**src/rtl/rlfm_pkg.sv**
```systemverilog
// Package with the constants, types and helper functions of the light falloff mask.
`default_nettype none

package rlfm_pkg;

    // Configuration port geometry.
    localparam int unsigned APB_ADDR_W = 4;
    localparam int unsigned APB_DATA_W = 32;

    // Register indexes, taken from paddr[3:2].
    localparam logic [1:0] REG_CENTER_X   = 2'd0;
    localparam logic [1:0] REG_CENTER_Y   = 2'd1;
    localparam logic [1:0] REG_BASE_RANGE = 2'd2;

    // Screen geometry, used for the reset position of the centre.
    localparam int unsigned SCREEN_WIDTH  = 160;
    localparam int unsigned SCREEN_HEIGHT = 120;

    localparam logic [7:0]  CENTER_X_RESET   = 8'((SCREEN_WIDTH / 2) % 256);
    localparam logic [7:0]  CENTER_Y_RESET   = 8'((SCREEN_HEIGHT / 2) % 256);
    localparam logic [7:0]  BASE_RANGE_RESET = 8'd46;
    localparam logic [31:0] PRNG_SEED        = 32'h0000_1337;
    localparam logic [15:0] RANGE_RESET      = 16'd10240;

    localparam logic [5:0]  LEVEL_FULL = 6'd32;

    // Pixel held between the input register and the result register.
    typedef struct packed {
        logic [7:0] pixel_x;
        logic [7:0] pixel_y;
        logic [7:0] radius;
        logic [1:0] dither;
    } pix_stage_t;

    // One step of the 32-bit xorshift generator with shifts 13, 17 and 5.
    function automatic logic [31:0] xorshift32(input logic [31:0] s);
        logic [31:0] t;
        t = s ^ (s << 13);
        t = t ^ (t >> 17);
        t = t ^ (t << 5);
        return t;
    endfunction

    // Moves the smoothed radius one eighth of the way toward the target,
    // rounding towards minus infinity in both directions.
    function automatic logic [15:0] range_step(input logic [15:0] range_cur,
                                               input logic [7:0]  base,
                                               input logic [11:0] draw);
        logic [16:0] target;
        logic [15:0] target_sat;
        logic [16:0] diff;
        logic [15:0] result;
        target     = {1'b0, base, 8'd0} + {5'd0, draw};
        target_sat = target[16] ? 16'hFFFF : target[15:0];
        if (target_sat >= range_cur) begin
            diff   = {1'b0, target_sat} - {1'b0, range_cur};
            result = range_cur + 16'(diff >> 3);
        end else begin
            diff   = {1'b0, range_cur} - {1'b0, target_sat} + 17'd7;
            result = range_cur - 16'(diff >> 3);
        end
        return result;
    endfunction

endpackage

`default_nettype wire

```
**src/rtl/radial_light_falloff_mask_core.sv**
```systemverilog
// Top level of the radial light falloff mask with flickering radius and dither.
//
// Usage: pixel coordinates enter on the s_ stream, one item per pixel, with
// s_tuser[0] raised on the first pixel of each frame. Each accepted item yields
// exactly one result item on the m_ stream: m_tuser[0] is the darken flag and
// m_tdata[5:0] the falloff factor out of 32 (32 whenever darken is low).
// The lit centre and the base radius are set through the APB-style port at
// byte addresses 0, 4 and 8; they should only be changed while no item is in
// flight.
// The result passes through the input register and then the result register
// before it is shown on m_. One item is accepted every cycle while the
// receiver keeps m_tready high; the generator and radius update both complete
// within the acceptance cycle of their item, so nothing else limits the rate.
// A synchronous reset (aresetn low) empties both stages, restores the register
// defaults and reseeds the generator and the smoothed radius.
// When the receiver holds m_tready low the result stays on the port; an empty
// input register still takes one more item, after which s_tready drops
// until the result is taken.
`default_nettype none

module radial_light_falloff_mask_core (
    input  wire logic                           aclk,
    input  wire logic                           aresetn,
    // Input stream
    input  wire logic                           s_tvalid,
    output logic                                s_tready,
    input  wire logic [15:0]                    s_tdata,   // [7:0] pixel_x, [15:8] pixel_y
    input  wire logic [0:0]                     s_tuser,   // [0] frame_start
    // Result stream
    output logic                                m_tvalid,
    input  wire logic                           m_tready,
    output logic [7:0]                          m_tdata,   // [5:0] light_level, [7:6] zero
    output logic [0:0]                          m_tuser,   // [0] darken
    // Configuration port
    input  wire logic                           psel,
    input  wire logic                           penable,
    input  wire logic                           pwrite,
    input  wire logic [rlfm_pkg::APB_ADDR_W-1:0] paddr,
    input  wire logic [rlfm_pkg::APB_DATA_W-1:0] pwdata,
    output logic [rlfm_pkg::APB_DATA_W-1:0]     prdata,
    output logic                                pready
);
    import rlfm_pkg::*;

    // Configuration registers.
    logic [7:0]  center_x_reg;
    logic [7:0]  center_y_reg;
    logic [7:0]  base_range_reg;

    // Generator and smoothed radius (8.8 fixed point).
    logic [31:0] prng_reg;
    logic [15:0] range_reg;
    logic [31:0] prng_next;
    logic [15:0] range_next;
    logic [31:0] prng_once;
    logic [31:0] prng_twice;
    logic [1:0]  dither;

    // Input register and result register.
    pix_stage_t  pix_reg;
    logic        pix_valid_reg;
    logic        out_valid_reg;
    logic        darken_reg;
    logic [5:0]  level_reg;
    logic        darken_next;
    logic [5:0]  level_next;

    logic        out_ready;
    logic        pix_ready;
    logic        in_fire;
    logic        cfg_write;

    // Distance datapath.
    logic [7:0]  dx;
    logic [7:0]  dy;
    logic [7:0]  cheb;
    logic [8:0]  dsum;
    logic [12:0] weighted;
    logic [9:0]  dith_dist;
    logic [9:0]  excess;
    logic [19:0] excess_sq;
    logic [13:0] quad;

    // An output register that is empty or being emptied can take the next
    // result; the input register can then move on as well.
    assign out_ready = !out_valid_reg || m_tready;
    assign pix_ready = !pix_valid_reg || out_ready;
    assign s_tready  = pix_ready;
    assign in_fire   = s_tvalid && pix_ready;

    assign pready    = 1'b1;
    assign cfg_write = psel && penable && pwrite;

    always_ff @(posedge aclk) begin
        if (!aresetn) begin
            center_x_reg   <= CENTER_X_RESET;
            center_y_reg   <= CENTER_Y_RESET;
            base_range_reg <= BASE_RANGE_RESET;
        end else if (cfg_write) begin
            unique case (paddr[3:2])
                REG_CENTER_X:   center_x_reg   <= pwdata[7:0];
                REG_CENTER_Y:   center_y_reg   <= pwdata[7:0];
                REG_BASE_RANGE: base_range_reg <= pwdata[7:0];
                default: ;
            endcase
        end
    end

    always_comb begin
        unique case (paddr[3:2])
            REG_CENTER_X:   prdata = {24'd0, center_x_reg};
            REG_CENTER_Y:   prdata = {24'd0, center_y_reg};
            REG_BASE_RANGE: prdata = {24'd0, base_range_reg};
            default:        prdata = '0;
        endcase
    end

    // On a frame start the 12-bit radius draw comes first, then the pixel's
    // own 2-bit dither draw, so the generator advances twice in that cycle.
    always_comb begin
        prng_once  = xorshift32(prng_reg);
        prng_twice = xorshift32(prng_once);
        if (s_tuser[0]) begin
            range_next = range_step(range_reg, base_range_reg, prng_once[31:20]);
            prng_next  = prng_twice;
            dither     = prng_twice[31:30];
        end else begin
            range_next = range_reg;
            prng_next  = prng_once;
            dither     = prng_once[31:30];
        end
    end

    always_ff @(posedge aclk) begin
        if (!aresetn) begin
            prng_reg      <= PRNG_SEED;
            range_reg     <= RANGE_RESET;
            pix_valid_reg <= 1'b0;
        end else begin
            if (in_fire) begin
                prng_reg  <= prng_next;
                range_reg <= range_next;
            end
            if (pix_ready) begin
                pix_valid_reg <= s_tvalid;
            end
        end
    end

    // The pixel and its radius snapshot need no reset.
    always_ff @(posedge aclk) begin
        if (in_fire) begin
            pix_reg.pixel_x <= s_tdata[7:0];
            pix_reg.pixel_y <= s_tdata[15:8];
            pix_reg.radius  <= range_next[15:8];
            pix_reg.dither  <= dither;
        end
    end

    // Octagonal distance (7*(dx+dy) + 9*max(dx,dy)) / 16 plus the dither,
    // then the quadratic falloff past the radius.
    always_comb begin
        dx = (pix_reg.pixel_x > center_x_reg) ? pix_reg.pixel_x - center_x_reg
                                              : center_x_reg - pix_reg.pixel_x;
        dy = (pix_reg.pixel_y > center_y_reg) ? pix_reg.pixel_y - center_y_reg
                                              : center_y_reg - pix_reg.pixel_y;
        cheb      = (dx > dy) ? dx : dy;
        dsum      = {1'b0, dx} + {1'b0, dy};
        weighted  = 13'(dsum) * 13'd7 + 13'(cheb) * 13'd9;
        dith_dist = {1'b0, weighted[12:4]} + {8'd0, pix_reg.dither};
        excess    = dith_dist - {2'd0, pix_reg.radius};
        excess_sq = excess * excess;
        quad      = excess_sq[19:6];
        if (dith_dist > {2'd0, pix_reg.radius}) begin
            darken_next = 1'b1;
            level_next  = (quad >= 14'd32) ? 6'd0 : LEVEL_FULL - quad[5:0];
        end else begin
            darken_next = 1'b0;
            level_next  = LEVEL_FULL;
        end
    end

    always_ff @(posedge aclk) begin
        if (!aresetn) begin
            out_valid_reg <= 1'b0;
        end else if (out_ready) begin
            out_valid_reg <= pix_valid_reg;
        end
    end

    always_ff @(posedge aclk) begin
        if (out_ready && pix_valid_reg) begin
            darken_reg <= darken_next;
            level_reg  <= level_next;
        end
    end

    assign m_tvalid = out_valid_reg;
    assign m_tdata  = {2'd0, level_reg};
    assign m_tuser  = darken_reg;

endmodule

`default_nettype wire

```
**config.mk**
```make
export PLATFORM = sky130hd
export DESIGN_NAME = radial_light_falloff_mask_core
export DESIGN_NICKNAME = d
export VERILOG_FILES = /design/src/rtl/rlfm_pkg.sv /design/src/rtl/radial_light_falloff_mask_core.sv
export SDC_FILE = /design/constraint.sdc
export NUM_CORES = 1
export LEC_CHECK = 0
export ABC_AREA = 0
export BUFFER_PORTS_ARGS = -buffer_cell sky130_fd_sc_hd__buf_2
export CORE_UTILIZATION = 40
export CTS_BUF_LIST = sky130_fd_sc_hd__clkbuf_4 sky130_fd_sc_hd__clkbuf_8
export DETAILED_ROUTE_END_ITERATION = 8
export GPL_ROUTABILITY_DRIVEN = 0
export PLACE_DENSITY = 0.64
export SETUP_SLACK_MARGIN = 0.3
export SYNTH_ARGS = -nofsm -noshare
export SYNTH_HDL_FRONTEND = slang
export SYNTH_SLANG_ARGS = --single-unit
```
**constraint.sdc**
```tcl
create_clock -name aclk -period 19 [get_ports aclk]
set_input_delay 0.95 -clock aclk [delete_from_list [all_inputs] [get_ports aclk]]
set_output_delay 0.95 -clock aclk [all_outputs]
set_load 0.02 [all_outputs]
```
After elaboration in Yosys (flattened, before gate mapping)
Index checks and enable logic that the tools add are counted.
Storage, ports and cells
  register bits: 107
  bits in latches: 0
  memory bits (writable): 0
  ROM bits: 0
  input port bits: 60
  output and inout port bits: 44
  word-level logic and storage cells: 73
  memories kept: 0
Cells by class
  add/subtract/negate cells: 15
  multiply operators: 3
  div/mod/pow operators: 0
  order comparisons: 6
  equality and inequality tests: 2
  shift operators: 0
  multiplexer cells: 11
  bitwise logic cells: 7
  reductions and logical operators: 14
Operator list (count)
  32-bit XOR: 4
  32-bit by 15-bit XOR with 32-bit output: 2
  16-bit 2-to-1 mux: 3
  16-bit by 16-bit subtractor with 17-bit output: 2
  32-bit 2-to-1 mux: 1
  8-bit subtractor: 4
  8-bit > comparator: 3
  8-bit 2-to-1 mux: 3
  8-bit case mux with 3 select lines: 1
  10-bit by 10-bit multiplier with 20-bit output: 1
  16-bit by 12-bit adder with 17-bit output: 1
  17-bit by 3-bit adder with 17-bit output (second input constant): 1
  16-bit by 14-bit adder with 16-bit output: 1
  16-bit >= comparator: 1
  16-bit by 14-bit subtractor with 16-bit output: 1
  14-bit by 6-bit >= comparator with 1-bit output (second input constant): 1
  12-bit by 12-bit adder with 13-bit output: 1
  8-bit by 4-bit multiplier with 12-bit output (second input constant): 1
  9-bit by 3-bit multiplier with 12-bit output (second input constant): 1
  9-bit by 2-bit adder with 10-bit output: 1
  10-bit by 8-bit > comparator with 1-bit output: 1
  10-bit by 8-bit subtractor with 10-bit output: 1
  8-bit by 8-bit adder with 9-bit output: 1
  2-bit AND reduction: 4
  12 further kinds: 17

Longest topological paths before layout
  depth after elaboration: 11
  gate-level depth with buffers: 73
  gate-level depth less buffers: 72

Worst setup path before layout
No wires, ideal clock.
  path kind: register to register
  start point: register pix_reg[10] (netlist name)
  end point: register level_reg[0] (data pin)
  setup time: 0.167 ns
  arrival time: 16.560 ns
  required time: 18.833 ns
  setup slack: 2.273 ns
  stages on the path, launching flop included: 66
  buffers on the path: 1
  period minus slack after synthesis: 16.727 ns
  cells stage by stage: edfxtp_1 > inv_1 > ha_1 > inv_1 > fa_1 > nand3_1 > a21oi_1 > o31ai_1 > mux2_2 > a21oi_1 > o21ai_0 > a21oi_1 > o21ai_0 > nand2_1 > nand2_1 > a21oi_1 > xnor2_1 > ha_1 > [... 30 more ...] > buf_2 > or2_2 > fa_1 > fa_1 > inv_1 > fa_1 > fa_1 > inv_1 > fa_1 > inv_1 > ha_1 > or3_1 > o2111ai_1 > a21boi_0 > o41a_1 > a221oi_1 > o21ai_0 > a211oi_1
Between the ends
  cells in the longest elaborated chain, start to end: 11
  elaborated cells between the ends (all ways): 18
  those cells by class: add/sub: 7; mul: 3; order compare: 4; mux: 2; bitwise: 1; reduce/logical: 1
RTL lines
  start: declaration: line radial_light_falloff_mask_core.sv:60  | pix_stage_t pix_reg;
  8-bit subtractor, or another cell as far along: line radial_light_falloff_mask_core.sv:166  | : center_y_reg - pix_reg.pixel_y;
  8-bit 2-to-1 mux (*): line radial_light_falloff_mask_core.sv:165  | dy = (pix_reg.pixel_y > center_y_reg) ? pix_reg.pixel_y - center_y_reg
  8-bit > comparator: line radial_light_falloff_mask_core.sv:167  | cheb = (dx > dy) ? dx : dy;
  8-bit 2-to-1 mux: line radial_light_falloff_mask_core.sv:167
  8-bit by 4-bit multiplier with 12-bit output: line radial_light_falloff_mask_core.sv:169  | weighted = 13'(dsum) * 13'd7 + 13'(cheb) * 13'd9;
  12-bit by 12-bit adder with 13-bit output (*): line radial_light_falloff_mask_core.sv:169
  9-bit by 2-bit adder with 10-bit output (*): line radial_light_falloff_mask_core.sv:170  | dith_dist = {1'b0, weighted[12:4]} + {8'd0, pix_reg.dither};
  10-bit by 8-bit subtractor with 10-bit output: line radial_light_falloff_mask_core.sv:171  | excess = dith_dist - {2'd0, pix_reg.radius};
  10-bit by 10-bit multiplier with 20-bit output: line radial_light_falloff_mask_core.sv:172  | excess_sq = excess * excess;
  14-bit by 6-bit >= comparator with 1-bit output: line radial_light_falloff_mask_core.sv:176  | level_next = (quad >= 14'd32) ? 6'd0 : LEVEL_FULL - quad[5:0];
  2-bit OR reduction (no line)
  end signal: assignment: line radial_light_falloff_mask_core.sv:194  | level_reg <= level_next;
  end: declaration: line radial_light_falloff_mask_core.sv:64  | logic [5:0] level_reg;
Every way passes the cells marked *; elsewhere a longest branch is shown, timed or not.
A chain may end at the register's enable or synchronous reset.

Worst setup path in the final report
Ends and elaborated chain as after synthesis.

==> flow_metrics.py <==
metrics = {
    "cts": {
        "clk_path_buf_depth": 2,
        "clock_latency_ns": 0.42,
        "cts_root_buf": "clkbuf_8",
        "clk_pin_slew_ns": 0.13,
        "cts_made_buffers": 9,
        "tritoncts": "done",
        "h-tree-depth": 3,
        "hold_buffers": 0,
        "cts.sinks": 107,
    },
    "critical_path": {
        "worst_path_most_repeated_cell": "fa_1",
        "critPathKind": "flop to flop",
        "critPathCaptureType": "flop",
        "crit_path_start": "pix_reg[10]",
        "r2r_setup_slack_ns": 1.50,
        "crit_arrival_ns": 17.73,
        "worst_setup_path_start_kind": "flop",
        "r2r-start": "pix_reg[10]",
        "crit_end": "level_reg[0]",
        "r2r_end": "level_reg[0]",
        "cp_max_fo": 13,
        "slowest_stage": "fa_1",
        "critPathMaxStageDelay_ns": 0.56,
        "cp.required_ns": 19.23,
        "r2r_cells": 66,
    },
    "cells_and_area": {
        "largest_reg_flops": 32,
        "layout.nets": 2151,
        "final_area_sq_um": 15770,
        "final_util_pct": 42.97,
        "drive_above_1_share_pct": 6.623,
        "areaGrowthSynthToFinish_pct": 5.509,
        "antennaDiodeCount": 0,
    },
    "detailed_routing": {
        "viasPerCell": 5.134,
        "via_count": 11780,
        "drtIter0Drc": 605,
        "post_drt_wl_per_cell_um": 14.20,
        "postRouteAntennaNets": 0,
        "drc_errors": 0,
        "dr.pass1.iters": 4,
        "routed_wl_mm": 32.60,
    },
    "grt": {
        "grt_util_all_layers_pct": 17.30,
        "grt_max_degree": 78,
        "busiest_layer": "met2",
        "grt_antenna_before_repair": 0,
        "grt_pass1_wl_mm": 54.64,
        "use_met3_pct": 1.813,
        "met1_usage_pct": 22.91,
        "overflow": 0,
        "grt_util_met2_pct": 30.75,
        "grt_pass1_vias": 11380,
    },
    "place": {
        "port_buffers": 50,
        "placed_area_sq_um": 15530,
        "dpl.hpwl_mm": 26.41,
    },
    "logic_synthesis": {
        "synth_top_area_cell": "ha_1",
        "synth.most_common_cell": "inv_1",
        "ys_top_cells_by_count": "inv_1 (228), ha_1 (196), nand2_1 (174)",
        "ys_seq_area_share_pct": 16.54,
        "ys_seq_elements": 107,
        "synth_top_area_share_pct": 16.41,
        "synth_area_sq_um": 14950,
        "synth_area_leaders": "ha_1 (16%), dfxtp_1 (9.9%), fa_1 (9.8%)",
        "synth_warnings": 0,
        "syn_inst": 1810,
        "synth_cell_type_count": 74,
        "syn_avg_cell_area_sq_um": 8.257,
        "synth_edf_count": 33,
        "ys.flop_type": "dfxtp_1",
        "async_flop_share_pct": 0,
    },
    "sta": {
        "fin_crit_ns": 17.50,
        "finalCritPeriodShare_pct": 92.12,
        "whs_ns": 0.5002,
        "grt_setup_unrepaired": "false",
        "tns_ns": 0,
        "finalHoldViolations": 0,
        "clock.fmax_ghz": 0.05713,
        "setup_viol": 0,
        "final_max_slew_viol_count": 0,
        "slew_headroom_pct": 24.38,
        "fin_skew_ns": 0.02366,
        "tightest_slew_ns": 1.132,
    },
    "floorplanning": {
        "initial_utilization_pct": 40.73,
        "core_sq_um": 36700,
        "die_x_um": 195.3,
        "design.portCount": 104,
        "die_h_um": 195.3,
        "placementRows": 70,
        "dieArea_sq_um": 38140,
    },
    "min_path": {
        "hp-class": "flop to flop",
    },
    "flow_run": {
        "maxCapViolations": 0,
    },
    "run_status": {
        "status": "finished, final reports clean",
    },
}
==> cell type report <==
type                       instances  area [sq um]
clock buffer                       9         123.9
clock inverter                     7         83.83
fill                            3655         20930
inverter                         228         855.8
multi-input combinational       1415         11310
sequential                       107          2472
tap                              468         585.6
timing repair buffer              61         332.8
==> layer usage <==
| metal | vias up | wire [um] |
|---|---|---|
| met5 | - | 0 |
| met4 | 0 | 259 |
| met3 | 19 | 552 |
| met2 | 118 | 15890 |
| met1 | 5612 | 15900 |
| li1 | 6034 | - |
==> cell usage in the layout (no fill, tap or decap), types with 27 or more instances in the layout <==
cell type	Yosys	routed
nor2_1	89	89
xnor2_1	153	153
xor2_1	86	86
ha_1	196	196
a21boi_0	29	29
nor2b_1	30	30
or3_1	28	28
a21oi_1	74	74
nand2_1	174	174
dfxtp_1	74	74
fa_1	73	73
edfxtp_1	33	33
mux2i_1	46	46
buf_2	3	50
o21ai_0	81	80
inv_1	228	227
conb_1	2	27
==> what timing repair did <==
action / CTS / global route
endpoints found under the setup margin: 0 / 6
gates resized for setup: 0 / 6
buffers inserted: 0 / 1
==> worst max-delay path, delay by kind of cell (launching register included) <==
family          cells  cell delay (ns)
compound gates     27             6.33
xor+xnor            2             0.50
fa+ha+maj          15             6.37
buf+inv             7             0.38
flops               1             0.45
mux                 3             0.75
simple gates       12             2.53
==> worst min path at each step <==
stage	from	end	cells after the start
global route	base_range_reg[0]	base_range_reg[0]	2
detailed placement	range_reg[3]	range_reg[3]	2
floorplan	range_reg[3]	range_reg[3]	2
global placement	range_reg[3]	range_reg[3]	2
finish	range_reg[3]	range_reg[3]	2
CTS	range_reg[3]	range_reg[3]	2
==> metrics by stage <==
step	setup WS [ns]	std cells
floorplan	2.273	1835
global placement	1.083	2278
detailed placement	0.8114	2278
CTS	0.7022	2294
global route	0.3627	2295
finish	1.497	2295
==> kinds of logic (layout without fill, tap and decap cells) <==
group / count (synthesis) / in the layout / share of synthesized area (%)
compound gates: 334 / 334 / 14.68
flops: 107 / 107 / 16.54
fa+ha+maj: 270 / 270 / 26.25
xor+xnor: 239 / 239 / 14.01
simple gates: 487 / 487 / 15.91
buf+inv: 313 / 305 / 8.564
mux: 58 / 58 / 3.985
other cells: 2 / 27 / 0.05025
Power is not shown: default switching activity piles up to over one toggle a cycle in this logic, so the estimate is an artifact.
